`config.mk`:
```
export PLATFORM = sky130hd
export DESIGN_NAME = fifo_writeback_block_cache_tags
export DESIGN_NICKNAME = d
export VERILOG_FILES = /design/src/rtl/fwbc_pkg.sv /design/src/rtl/fifo_writeback_block_cache_tags.sv /design/src/rtl/fwbc_ram.sv /design/src/rtl/fwbc_front.sv /design/src/rtl/fwbc_back.sv
export SDC_FILE = /design/constraint.sdc
export NUM_CORES = 1
export LEC_CHECK = 0
export BUFFER_PORTS_ARGS = -buffer_cell sky130_fd_sc_hd__buf_2
export CAP_MARGIN = 20
export CORE_ASPECT_RATIO = 1.5
export CORE_MARGIN = 10
export CORE_UTILIZATION = 45
export CTS_CLUSTER_SIZE = 12
export DETAILED_ROUTE_END_ITERATION = 10
export PLACE_DENSITY = 0.57
export SLEW_MARGIN = 20
export SYNTH_ARGS = -nofsm -noshare
export SYNTH_HDL_FRONTEND = slang
export SYNTH_SLANG_ARGS = --single-unit
```
`constraint.sdc`:
```
create_clock -name clock -period 11.3 [get_ports clock]
set_clock_uncertainty 0.2 [all_clocks]
set_input_delay 2.26 -clock clock [delete_from_list [all_inputs] [get_ports clock]]
set_output_delay 2.26 -clock clock [all_outputs]
set_load 0.05 [all_outputs]
```
`src/rtl/fwbc_pkg.sv`:
```
// Shared types, codes and helpers for the write-back block cache tag controller.
package fwbc_pkg;

   localparam int ENTRIES_DEFAULT     = 16;
   localparam int BLOCK_BYTES_DEFAULT = 512;
   localparam int HEAD_BLOCKS         = 1 + 1;
   localparam int BB_W                = 13;
   localparam int OFS_W               = 34;
   localparam int QUEUE_DEPTH         = 2;

   localparam logic [1:0] FUNC_ALLOC = 2'd0;
   localparam logic [1:0] FUNC_MARK  = 2'd1;
   localparam logic [1:0] FUNC_SYNC  = 2'd2;
   localparam logic [1:0] FUNC_NONE  = 2'd3;

   localparam logic [1:0] KIND_HIT  = 2'd0;
   localparam logic [1:0] KIND_WB   = 2'd1;
   localparam logic [1:0] KIND_FILL = 2'd2;
   localparam logic [1:0] KIND_DONE = 2'd3;

   typedef struct packed {
      logic [1:0]  func;
      logic [15:0] file_id;
      logic [23:0] block_number;
      logic [3:0]  slot;
   } req_item_type;

   typedef struct packed {
      logic [1:0]       kind;
      logic [3:0]       slot_out;
      logic [15:0]      file_out;
      logic [23:0]      block_out;
      logic [OFS_W-1:0] byte_offset;
      logic             last;
   } rsp_item_type;

   typedef struct packed {
      logic [15:0] file;
      logic [23:0] block;
   } tag_type;

   // Device byte offset of a block, wrapped to the offset width.
   function automatic logic [OFS_W-1:0] offset_of(input logic [23:0] blk,
                                                  input logic [BB_W-1:0] bb);
      logic [25:0] b2;
      logic [38:0] prod;
      b2   = 26'(blk) + 26'(HEAD_BLOCKS);
      prod = 39'(b2) * 39'(bb);
      return prod[OFS_W-1:0];
   endfunction

endpackage

```
`src/rtl/fifo_writeback_block_cache_tags.sv`:
```
// An allocate hit returns its item when the scan reaches the matching slot; a miss
//   emits a write-back item first when the victim is dirty, then the fill item;
//   sync emits a write-back per dirty slot of its file during the scan, then done.
// Throughput: one item at a time in the back end, paced by the single tag RAM read port
//   (one tag per cycle while scanning); mark-dirty needs no scan.
// A two-item request queue lets new items in while the back end works; busy = queue full.
// Reset (synchronous) empties the queue, clears occupancy, oldest pointer and dirty marks.
module fifo_writeback_block_cache_tags import fwbc_pkg::*; #(
   parameter int ENTRIES     = ENTRIES_DEFAULT,
   parameter int BLOCK_BYTES = BLOCK_BYTES_DEFAULT
) (
   input  logic         clock,
   input  logic         reset,
   input  logic         start,
   output logic         busy,
   input  req_item_type req_item,
   output logic         rsp_strobe,
   output rsp_item_type rsp_item
);

   logic         q_valid;
   req_item_type q_head;
   logic         q_pop;

   // front: take items, drop unknown request kinds, hold the rest in order
   fwbc_front u_front (
      .clock    (clock),
      .reset    (reset),
      .start    (start),
      .busy     (busy),
      .req_item (req_item),
      .q_valid  (q_valid),
      .q_head   (q_head),
      .q_pop    (q_pop)
   );

   // back: scan tags, pick victims, emit write-back, fill, hit and done items
   fwbc_back #(
      .ENTRIES     (ENTRIES),
      .BLOCK_BYTES (BLOCK_BYTES)
   ) u_back (
      .clock      (clock),
      .reset      (reset),
      .q_valid    (q_valid),
      .q_head     (q_head),
      .q_pop      (q_pop),
      .rsp_strobe (rsp_strobe),
      .rsp_item   (rsp_item)
   );

endmodule

```
`src/rtl/fwbc_ram.sv`:
```
// Generic single-write, single-read RAM with registered read data.
module fwbc_ram import fwbc_pkg::*; #(
   parameter int WIDTH = 40,
   parameter int DEPTH = 16
) (
   input  logic                                 clock,
   input  logic                                 wr_en,
   input  logic [(DEPTH > 1 ? $clog2(DEPTH) : 1)-1:0] wr_addr,
   input  logic [WIDTH-1:0]                     wr_data,
   input  logic                                 rd_en,
   input  logic [(DEPTH > 1 ? $clog2(DEPTH) : 1)-1:0] rd_addr,
   output logic [WIDTH-1:0]                     rd_data
);

   logic [WIDTH-1:0] mem_ff [DEPTH];
   logic [WIDTH-1:0] rd_data_ff;

   always_ff @(posedge clock) begin
      if (wr_en) begin
         mem_ff[wr_addr] <= wr_data;
      end
      if (rd_en) begin
         rd_data_ff <= mem_ff[rd_addr];
      end
   end

   assign rd_data = rd_data_ff;

endmodule

```
`src/rtl/fwbc_front.sv`:
```
// Front end: accept requests, drop unknown kinds, queue the rest in order.
module fwbc_front import fwbc_pkg::*; (
   input  logic         clock,
   input  logic         reset,
   input  logic         start,
   output logic         busy,
   input  req_item_type req_item,
   output logic         q_valid,
   output req_item_type q_head,
   input  logic         q_pop
);

   localparam int PW = (QUEUE_DEPTH > 1) ? $clog2(QUEUE_DEPTH) : 1;
   localparam int CW = $clog2(QUEUE_DEPTH + 1);

   req_item_type   q_ff [QUEUE_DEPTH];
   logic [PW-1:0]  wr_ptr_ff, wr_ptr_in;
   logic [PW-1:0]  rd_ptr_ff, rd_ptr_in;
   logic [CW-1:0]  count_ff, count_in;
   logic           push;
   logic           pop;

   assign busy    = (count_ff == CW'(QUEUE_DEPTH));
   assign q_valid = (count_ff != '0);
   assign q_head  = q_ff[rd_ptr_ff];
   assign push    = start && !busy && (req_item.func != FUNC_NONE);
   assign pop     = q_pop && q_valid;

   always_comb begin
      wr_ptr_in = wr_ptr_ff;
      rd_ptr_in = rd_ptr_ff;
      count_in  = count_ff;
      if (push) begin
         wr_ptr_in = (wr_ptr_ff == PW'(QUEUE_DEPTH - 1)) ? '0 : wr_ptr_ff + PW'(1);
      end
      if (pop) begin
         rd_ptr_in = (rd_ptr_ff == PW'(QUEUE_DEPTH - 1)) ? '0 : rd_ptr_ff + PW'(1);
      end
      if (push && !pop) begin
         count_in = count_ff + CW'(1);
      end else if (pop && !push) begin
         count_in = count_ff - CW'(1);
      end
   end

   always_ff @(posedge clock) begin
      if (reset) begin
         wr_ptr_ff <= '0;
         rd_ptr_ff <= '0;
         count_ff  <= '0;
      end else begin
         wr_ptr_ff <= wr_ptr_in;
         rd_ptr_ff <= rd_ptr_in;
         count_ff  <= count_in;
      end
   end

   always_ff @(posedge clock) begin
      if (push) begin
         q_ff[wr_ptr_ff] <= req_item;
      end
   end

endmodule

```
`src/rtl/fwbc_back.sv`:
```
// Back end: tag scan, victim choice, write-back and fill sequencing, sync sweep.
module fwbc_back import fwbc_pkg::*; #(
   parameter int ENTRIES     = ENTRIES_DEFAULT,
   parameter int BLOCK_BYTES = BLOCK_BYTES_DEFAULT
) (
   input  logic         clock,
   input  logic         reset,
   input  logic         q_valid,
   input  req_item_type q_head,
   output logic         q_pop,
   output logic         rsp_strobe,
   output rsp_item_type rsp_item
);

   localparam int SW  = (ENTRIES > 1) ? $clog2(ENTRIES) : 1;
   localparam int OW  = $clog2(ENTRIES + 1);
   localparam int CMW = (OW > 4) ? OW : 4;
   localparam logic [BB_W-1:0] BB = BB_W'(BLOCK_BYTES);

   localparam logic [2:0] S_IDLE  = 3'd0;
   localparam logic [2:0] S_ASCAN = 3'd1;
   localparam logic [2:0] S_VICT  = 3'd2;
   localparam logic [2:0] S_VWB   = 3'd3;
   localparam logic [2:0] S_FILL  = 3'd4;
   localparam logic [2:0] S_SSCAN = 3'd5;
   localparam logic [2:0] S_SDONE = 3'd6;

   logic [2:0]         state_ff, state_in;
   req_item_type       cmd_ff, cmd_in;
   logic [SW-1:0]      pos_ff, pos_in;
   logic [OW-1:0]      cnt_ff, cnt_in;
   logic               rd_vld_ff, rd_vld_in;
   logic               rd_last_ff, rd_last_in;
   logic [SW-1:0]      rd_slot_ff, rd_slot_in;
   logic [SW-1:0]      victim_ff, victim_in;
   logic [OW-1:0]      occ_ff, occ_in;
   logic [SW-1:0]      oldest_ff, oldest_in;
   logic [ENTRIES-1:0] dirty_ff, dirty_in;
   logic               rsp_vld_ff, rsp_vld_in;
   rsp_item_type       rsp_ff, rsp_in;

   logic               ram_wr_en;
   logic [SW-1:0]      ram_wr_addr;
   tag_type            ram_wr_data;
   logic               ram_rd_en;
   logic [SW-1:0]      ram_rd_addr;
   tag_type            ram_rd_data;
   logic [SW-1:0]      mark_idx;

   fwbc_ram #(
      .WIDTH ($bits(tag_type)),
      .DEPTH (ENTRIES)
   ) u_tags (
      .clock   (clock),
      .wr_en   (ram_wr_en),
      .wr_addr (ram_wr_addr),
      .wr_data (ram_wr_data),
      .rd_en   (ram_rd_en),
      .rd_addr (ram_rd_addr),
      .rd_data (ram_rd_data)
   );

   assign mark_idx = SW'(q_head.slot);

   always_comb begin
      state_in    = state_ff;
      cmd_in      = cmd_ff;
      pos_in      = pos_ff;
      cnt_in      = cnt_ff;
      rd_vld_in   = 1'b0;
      rd_last_in  = rd_last_ff;
      rd_slot_in  = rd_slot_ff;
      victim_in   = victim_ff;
      occ_in      = occ_ff;
      oldest_in   = oldest_ff;
      dirty_in    = dirty_ff;
      rsp_vld_in  = 1'b0;
      rsp_in      = rsp_ff;
      q_pop       = 1'b0;
      ram_wr_en   = 1'b0;
      ram_wr_addr = victim_ff;
      ram_wr_data = '{file: cmd_ff.file_id, block: cmd_ff.block_number};
      ram_rd_en   = 1'b0;
      ram_rd_addr = pos_ff;

      // issue one tag read per cycle while scanning
      if ((state_ff == S_ASCAN || state_ff == S_SSCAN) && cnt_ff != occ_ff) begin
         ram_rd_en  = 1'b1;
         rd_vld_in  = 1'b1;
         rd_last_in = (cnt_ff == occ_ff - OW'(1));
         rd_slot_in = pos_ff;
         pos_in     = (pos_ff == SW'(ENTRIES - 1)) ? '0 : pos_ff + SW'(1);
         cnt_in     = cnt_ff + OW'(1);
      end

      unique case (state_ff)
         S_IDLE: begin
            if (q_valid) begin
               q_pop  = 1'b1;
               cmd_in = q_head;
               cnt_in = '0;
               unique case (q_head.func)
                  FUNC_ALLOC: begin
                     pos_in   = oldest_ff;
                     state_in = (occ_ff == '0) ? S_VICT : S_ASCAN;
                  end
                  FUNC_MARK: begin
                     if (CMW'(q_head.slot) < CMW'(occ_ff)) begin
                        dirty_in[mark_idx] = 1'b1;
                     end
                  end
                  FUNC_SYNC: begin
                     pos_in   = '0;
                     state_in = (occ_ff == '0) ? S_SDONE : S_SSCAN;
                  end
                  default: begin
                  end
               endcase
            end
         end
         S_ASCAN: begin
            if (rd_vld_ff) begin
               if (ram_rd_data.file == cmd_ff.file_id &&
                   ram_rd_data.block == cmd_ff.block_number) begin
                  rsp_vld_in = 1'b1;
                  rsp_in     = '{kind: KIND_HIT, slot_out: 4'(rd_slot_ff),
                                 file_out: cmd_ff.file_id,
                                 block_out: cmd_ff.block_number,
                                 byte_offset: offset_of(cmd_ff.block_number, BB),
                                 last: 1'b1};
                  rd_vld_in  = 1'b0;
                  state_in   = S_IDLE;
               end else if (rd_last_ff) begin
                  rd_vld_in = 1'b0;
                  state_in  = S_VICT;
               end
            end
         end
         S_VICT: begin
            if (occ_ff < OW'(ENTRIES)) begin
               victim_in = SW'(occ_ff);
               occ_in    = occ_ff + OW'(1);
            end else begin
               victim_in = oldest_ff;
               oldest_in = (oldest_ff == SW'(ENTRIES - 1)) ? '0 : oldest_ff + SW'(1);
            end
            if (dirty_ff[victim_in]) begin
               ram_rd_en   = 1'b1;
               ram_rd_addr = victim_in;
               state_in    = S_VWB;
            end else begin
               state_in = S_FILL;
            end
         end
         S_VWB: begin
            rsp_vld_in          = 1'b1;
            rsp_in              = '{kind: KIND_WB, slot_out: 4'(victim_ff),
                                    file_out: ram_rd_data.file,
                                    block_out: ram_rd_data.block,
                                    byte_offset: offset_of(ram_rd_data.block, BB),
                                    last: 1'b0};
            dirty_in[victim_ff] = 1'b0;
            state_in            = S_FILL;
         end
         S_FILL: begin
            ram_wr_en  = 1'b1;
            rsp_vld_in = 1'b1;
            rsp_in     = '{kind: KIND_FILL, slot_out: 4'(victim_ff),
                           file_out: cmd_ff.file_id,
                           block_out: cmd_ff.block_number,
                           byte_offset: offset_of(cmd_ff.block_number, BB),
                           last: 1'b1};
            state_in   = S_IDLE;
         end
         S_SSCAN: begin
            if (rd_vld_ff) begin
               if (ram_rd_data.file == cmd_ff.file_id && dirty_ff[rd_slot_ff]) begin
                  rsp_vld_in           = 1'b1;
                  rsp_in               = '{kind: KIND_WB, slot_out: 4'(rd_slot_ff),
                                           file_out: ram_rd_data.file,
                                           block_out: ram_rd_data.block,
                                           byte_offset: offset_of(ram_rd_data.block, BB),
                                           last: 1'b0};
                  dirty_in[rd_slot_ff] = 1'b0;
               end
               if (rd_last_ff) begin
                  rd_vld_in = 1'b0;
                  state_in  = S_SDONE;
               end
            end
         end
         S_SDONE: begin
            rsp_vld_in = 1'b1;
            rsp_in     = '{kind: KIND_DONE, slot_out: 4'd0, file_out: cmd_ff.file_id,
                           block_out: 24'd0, byte_offset: '0, last: 1'b1};
            state_in   = S_IDLE;
         end
         default: begin
            state_in = S_IDLE;
         end
      endcase
   end

   always_ff @(posedge clock) begin
      if (reset) begin
         state_ff   <= S_IDLE;
         rd_vld_ff  <= 1'b0;
         occ_ff     <= '0;
         oldest_ff  <= '0;
         dirty_ff   <= '0;
         rsp_vld_ff <= 1'b0;
      end else begin
         state_ff   <= state_in;
         rd_vld_ff  <= rd_vld_in;
         occ_ff     <= occ_in;
         oldest_ff  <= oldest_in;
         dirty_ff   <= dirty_in;
         rsp_vld_ff <= rsp_vld_in;
      end
   end

   always_ff @(posedge clock) begin
      cmd_ff     <= cmd_in;
      pos_ff     <= pos_in;
      cnt_ff     <= cnt_in;
      rd_last_ff <= rd_last_in;
      rd_slot_ff <= rd_slot_in;
      victim_ff  <= victim_in;
      rsp_ff     <= rsp_in;
   end

   assign rsp_strobe = rsp_vld_ff;
   assign rsp_item   = rsp_ff;

   a_occ_bound: assert property (@(posedge clock) disable iff (reset)
      occ_ff <= OW'(ENTRIES))
      else $error("occupancy above slot count");

   a_occ_grows: assert property (@(posedge clock) disable iff (reset)
      !$past(reset) |-> occ_ff >= $past(occ_ff))
      else $error("occupancy decreased");

   a_oldest_full: assert property (@(posedge clock) disable iff (reset)
      oldest_ff != '0 |-> occ_ff == OW'(ENTRIES))
      else $error("oldest pointer moved before cache filled");

   a_last_kind: assert property (@(posedge clock) disable iff (reset)
      rsp_vld_ff |-> (rsp_ff.last == (rsp_ff.kind != KIND_WB)))
      else $error("last flag disagrees with result kind");

endmodule

```
# Yosys cells after proc, flatten, opt, wreduce, memory -nomap -nowiden
# Memory sizes are Yosys's and may differ from the RTL's. A register that Yosys moved wholly into a read port is not among the register bits.
# Index checks and enable logic that the tools add are counted.
# totals
mem_count	2
ram_bits	732
output_inout_bits	83
latchBits	0
in_bits	49
reg_bits	173
mem_bits_ro	0
# memory_table
memory	depth	width	rd	rd_clocked_by_memory_dff	write_ports	line	source
u_back.u_tags.mem_ff	16	40	1	1	1	fwbc_ram.sv:15	logic [WIDTH-1:0] mem_ff [DEPTH];
u_front.q_ff	2	46	1	1	1	fwbc_front.sv:16	req_item_type q_ff [QUEUE_DEPTH];
# op_classes
eq_ne	26
div_mod_pow	0
n_mul	0
n_bitwise	6
n_addsub	11
shift	0
n_lt_le_gt_ge	9
n_reduce_logical	29
n_mux	71
# op_table
operator	count
$pmux W81 S5	1
$mux W81	4
$mux W16	5
$add A24 B2 Y25 const B	2
$pmux W16 S3	1
$mux W4	9
$and A16 B16 Y16	2
$not A16 Y16	2
$mux W1	27
$eq A24 B24 Y1	1
$mux W3	7
$lt A4 B5 Y1 const B	4
$eq A16 B16 Y1	1
$or A16 B16 Y16	1
$mux W5	3
$pmux W3 S5	1
$demux W1 S4	3
$ge A4 B1 Y1 const B	3
$reduce_and A6 Y1	2
$logic_and A1 B1 Y1	11
$add A5 B1 Y5 const B	2
$ne A2 B2 Y1 const B	5
$eq A3 B3 Y1 const B	3
$add A4 B1 Y4 const B	2
other kinds (34)	50

# Logic depth before layout (Yosys ltp)
# logic_depth
ltp_word	9
depth_mapped	12
mapped_depth_nobuf	9

# By module
# From an unflattened synthesis, not the netlist that was laid out.
# hier_totals
hier_cells	2008
area_unflattened_um2	37586.0
# by_module_without_submodules
module	n_inst	cells_per_inst	area_each_um2	seq_area_each_um2
fwbc_ram	1	1040	25532.0	20419.6
fwbc_back	1	800	8504.4	4384.2
fwbc_front	1	168	3549.7	2862.7

# Worst setup path after synthesis
# OpenSTA, ideal clock, no wires.
# synth_path
path_type	input -> register
start	input port req_item[44] (netlist name)
end	memory u_front.q_ff[0][0] (netlist name) (enable)
arrival_time_ps	4642
path_slack_ps	6003
path_stages	4
required_time_ps	10645
path_cell_list	nand2_1 > nand2_1 > nor2_1 > nor2b_1
# synth_between
elab_chain_cells	4
# synth_rtl
element	line	source
start: declaration	fifo_writeback_block_cache_tags.sv:16	input req_item_type req_item,
$ne A2 B2 Y1	fwbc_front.sv:26	assign push = start && !busy && (req_item.func != FUNC_NONE);
$logic_and A1 B1 Y1	fwbc_front.sv:26	
net u_front.push	fwbc_front.sv:20	logic push;
$mux W1	fwbc_front.sv:59	if (push) begin
$mux W1 (implied by the code)	fwbc_front.sv:60	q_ff[wr_ptr_ff] <= req_item;
end: declaration	fwbc_front.sv:16	
# The timed path passes the listed nets, and every way through them passes these cells.

# Worst setup path after layout
# layout_path
start	register u_back.occ_ff[4]
end	register u_back.u_tags.rd_data_ff[34], in the netlist u_back.u_tags.rd_data[34] (read register of u_back.u_tags.mem_ff) (data pin)
# layout_between
elab_chain_cells	7
word_cells_on_any_way	12
# layout_rtl
element	line	source
start: declaration	fwbc_back.sv:36	logic [OW-1:0] occ_ff, occ_in;
start signal: assignment	fwbc_back.sv:215	occ_ff <= occ_in;
$lt A5 B5 Y1	fwbc_back.sv:140	if (occ_ff < OW'(ENTRIES)) begin
$mux W4	fwbc_back.sv:140	
$mux W4	fwbc_back.sv:96	unique case (state_ff)
$bmux W1 S4	fwbc_back.sv:147	if (dirty_ff[victim_in]) begin
$mux W1 (implied by the code)	fwbc_back.sv:147	
$mux W4 / $mux W1 (equally long branches)	fwbc_back.sv:147	
$mux W4 / $mux W1 (equally long branches)	fwbc_back.sv:96	
end: declaration	fwbc_ram.sv:16	logic [WIDTH-1:0] rd_data_ff;
# Parallel ways exist; a longest one is shown, timed or not. The select of a mux whose other input is x is not followed.
# A chain may end at the register's enable or synchronous reset.

==> impl_metrics.env <==
export IMPL_status="complete, no violations"
export IMPL_grt_use_met1=0.261
export IMPL_maxCapViolations=0
export IMPL_timing_rr_end="u_back.u_tags.rd_data[34]$_DFFE_PP_"
export IMPL_setup_tns_ns=0
export IMPL_p_leak_uw=0.0156
export IMPL_grt_overflow=0
export IMPL_min_from="u_front.count_ff[1]$_SDFFE_PP0P_"
export IMPL_htree_levels=3
export IMPL_layout_setup_ws_ns=5.53
export IMPL_grt_usage=0.206
export IMPL_synth_area_sq_um=37300
export IMPL_fmax_mhz=173
export IMPL_synth_top_cell_area_share=0.718
export IMPL_layout_min_cycle_time_ns=5.77
export IMPL_regToRegStartpoint="u_back.occ_ff[4]$_SDFFE_PP0P_"
export IMPL_synth_cell_type_count=53
export IMPL_finalHoldViolCount=0
export IMPL_finalWirelength_um=99000
export IMPL_grt_first_pass_wirelength_um=142000
export IMPL_met3_usage=0.0312
export IMPL_synth_largest_area_cell="edfxtp_1"
export IMPL_fin_crit_sh=0.510
export IMPL_cts_sinks=936
export IMPL_place_ws_ns=5.58
export IMPL_cts_setup_buffers=0
export IMPL_drtPass1Iterations=5
export IMPL_first_global_vias=21100
export IMPL_nets=2443
export IMPL_synth_fa_ha_area_frac=0.00369
export IMPL_crit_buf_inv=2
export IMPL_wl_per_cell_um=28.5
export IMPL_design_die_area_sq_um=95000
export IMPL_fp_dieH_um=373
export IMPL_core_area_sq_um=82300
export IMPL_cp_end_kind="flip-flop"
export IMPL_ctsResizeCount=0
export IMPL_combPwrFrac=0.131
export IMPL_p_int_uw=6400
export IMPL_rows=129
export IMPL_rsz0062_at_grt="no"
export IMPL_holdWs_ns=0.316
export IMPL_p_per_area_nw_per_um2=213
export IMPL_worstHoldPathCells=2
export IMPL_synth_mux_area_frac=0.109
export IMPL_slowest_stage="buf_4"
export IMPL_cp_cell_sequence="mux2_4 -> mux4_2 -> nand2_1 -> a41oi_4 -> mux2i_4 -> buf_12 -> buf_4 -> mux2i_1 -> o22ai_1 -> or4_1"
export IMPL_port_buffers=122
export IMPL_dp_hpwl_um=52500
export IMPL_grt_max_degree=139
export IMPL_drv_slew=0
export IMPL_drtIter0Drc=1849
export IMPL_cts_buffer_depth=3
export IMPL_synth_warnings=0
export IMPL_max_stage_delay_ns=0.98
export IMPL_irDropWorstVdd_mv=0.147
export IMPL_sw_frac_of_total=0.282
export IMPL_p_seq_frac=0.557
export IMPL_async_flop_share=0
export IMPL_regToRegSetupSlack_ns=5.53
export IMPL_cp_top_family="buffers and inverters"
export IMPL_syn_avg_cell_area_sq_um=16.5
export IMPL_synthCells=2256
export IMPL_ys_seq_elements=936
export IMPL_clk_pin_slew_ns=0.06
export IMPL_cts_tree="done"
export IMPL_setup_violations=0
export IMPL_fill_cells=6830
export IMPL_final_layout_size_suffix_gt1_frac=0.149
export IMPL_p_switching_uw=2510
export IMPL_critPathArrivalTime_ns=5.95
export IMPL_use_met2=0.353
export IMPL_synth_edf_count=892
export IMPL_min_to="u_front.count_ff[1]$_SDFFE_PP0P_"
export IMPL_clock_power_share=0.312
export IMPL_gp_congestion=0.843
export IMPL_worstPathMaxFanout=138
export IMPL_clock_root_buffer="clkbuf_16"
export IMPL_yosys_area_share_simple=0.0482
export IMPL_synth_seq_area_share=0.742
export IMPL_worstSetupPathType="reg2reg"
export IMPL_start_util=0.453
export IMPL_synthFlopType="edfxtp_1"
export IMPL_ioPinCount=132
export IMPL_vias_per_cell=5.98
export IMPL_worst_slew_margin_rel=0.282
export IMPL_drc=0
export IMPL_die_x_um=255
export IMPL_clock_latency_ns=0.65
export IMPL_antenna_found_initial=0
export IMPL_ys_top_cells_by_count="edfxtp_1, mux2i_1, o22ai_1"
export IMPL_synth_compound_area_frac=0.0559
export IMPL_yosysMostFrequentCell="edfxtp_1"
export IMPL_cp_start_kind="flip-flop"
export IMPL_syn_to_final_growth_pct=12.0
export IMPL_worst_slew_pin_slew_ns=1.08
export IMPL_cts_buffers_inserted=92
export IMPL_postCtsHoldBufs=0
export IMPL_antenna_cells=0
export IMPL_required_ns=11.49
export IMPL_ff2ff_path_depth=10
export IMPL_synth_xor_area_frac=0.0242
export IMPL_vias=20800
export IMPL_min_path_type="reg2reg"
export IMPL_grt_busiest_layer="met2"
export IMPL_synth_top_family_by_area="multiplexers"
export IMPL_synthTopCellsByArea="edfxtp_1, mux2i_1, o22ai_1, dfxtp_1, xnor2_1"
export IMPL_drtAntennaViolNets=0
export IMPL_p_total_uw=8910
==> cells in the final DEF, fill, tap and decap left out, types with 6 or more instances in the layout <==
cell type / Yosys / routed
a31oi_1: 10 / 10
xnor2_1: 72 / 72
nand2_1: 93 / 85
o21ai_0: 36 / 36
inv_1: 12 / 11
nand2b_1: 8 / 8
edfxtp_1: 892 / 892
mux4_2: 9 / 9
a41oi_1: 12 / 12
and3_1: 19 / 19
nor2_1: 76 / 64
nand4_1: 22 / 22
clkbuf_1: 72 / 24
clkinv_1: 1 / 8
a22oi_1: 16 / 16
nor2b_1: 9 / 8
nand3_1: 31 / 31
and2_1: 9 / 7
dfxtp_1: 44 / 43
clkinv_2: 0 / 8
nand2_4: 0 / 6
a22o_1: 22 / 22
a21oi_1: 17 / 16
buf_4: 10 / 32
nor3_1: 27 / 23
ha_1: 11 / 11
o22ai_1: 182 / 182
nor2_4: 0 / 12
mux2i_1: 328 / 327
conb_1: 1 / 9
xor2_1: 31 / 31
buf_2: 42 / 122
or4_1: 40 / 40
mux2_2: 51 / 51
clkbuf_16: 0 / 95
==> worst reg2reg max path, stage by stage (launching register included) <==
cell     delay (ns)
dfxtp_1        0.81
mux2_4         0.42
mux4_2         0.36
nand2_1        0.10
a41oi_4        0.47
mux2i_4        0.34
buf_12         0.72
buf_4          1.13
mux2i_1        0.34
o22ai_1        0.10
or4_1          0.52
==> cells by family (layout without fill, tap and decap cells) <==
logic type / after synthesis / in the layout
flops: 936 / 936
other cells: 1 / 9
simple gates: 355 / 355
compound gates: 317 / 317
mux: 389 / 389
buf+inv: 144 / 308
fa+ha+maj: 11 / 11
xor+xnor: 103 / 103
==> power by group through the flow <==
stage	registers [uW]	clock network [uW]	logic (uW)
2_1_floorplan	4960	0	625
3_3_place_gp	5000	0	1170
3_5_place_dp	5030	0	1180
4_1_cts	4960	2830	1180
5_1_grt	5010	2960	1260
6_report	4960	2780	1170
==> stage by stage <==
stage	cells	instance area, sq um	utilization
after floorplan	2264	37300	-
after global placement	3337	39200	0.476
after detailed placement	3337	39200	0.476
after CTS	3476	41800	0.507
after global routing	3476	41800	0.507
final	3476	41800	0.507
==> flip-flops by register name, summed over array words and instances (netlist names), 5 cells and up, named ones only <==
name	count
u_back.occ_ff	5
u_back.cnt_ff	5
u_back.cmd_ff	40
u_back.u_tags.mem_ff	640
u_back.dirty_ff	16
u_back.rsp_item	71
u_front.q_ff	92
u_back.u_tags.rd_data	40
==> final cells by class <==
class	count	area, sq um	area share
Clock buffer	121	2490	0.0597
Multi-Input combinational cell	1184	9230	0.221
Tap cell	1048	1310	0.0314
Clock inverter	18	109	0.00261
Timing Repair Buffer	156	891	0.0213
Inverter	13	48.8	0.00117
Sequential cell	936	27700	0.663
==> metal layers <==
layer | wire, um | share of wire
met5 | 0 | 0
met4 | 3140 | 0.032
met3 | 5980 | 0.060
met2 | 49600 | 0.50
met1 | 40300 | 0.41
==> worst max-delay path by stage <==
stage	to	startpoint	cells past startpoint	slack, ns
finish	u_back.u_tags.rd_data[34]$_DFFE_PP_	u_back.occ_ff[4]$_SDFFE_PP0P_	10	5.53
global route	u_back.u_tags.rd_data[20]$_DFFE_PP_	u_back.occ_ff[4]$_SDFFE_PP0P_	10	5.31
CTS	u_back.u_tags.rd_data[20]$_DFFE_PP_	u_back.occ_ff[4]$_SDFFE_PP0P_	10	5.59
detailed placement	u_back.u_tags.rd_data[34]$_DFFE_PP_	u_back.occ_ff[4]$_SDFFE_PP0P_	10	5.58
global placement	u_back.u_tags.rd_data[15]$_DFFE_PP_	u_back.occ_ff[4]$_SDFFE_PP0P_	10	5.74
floorplan	u_front.q_ff[0][0]$_DFFE_PP_	req_item[44]	4	6.00
Note: power is estimated with default switching activity, not from simulation.
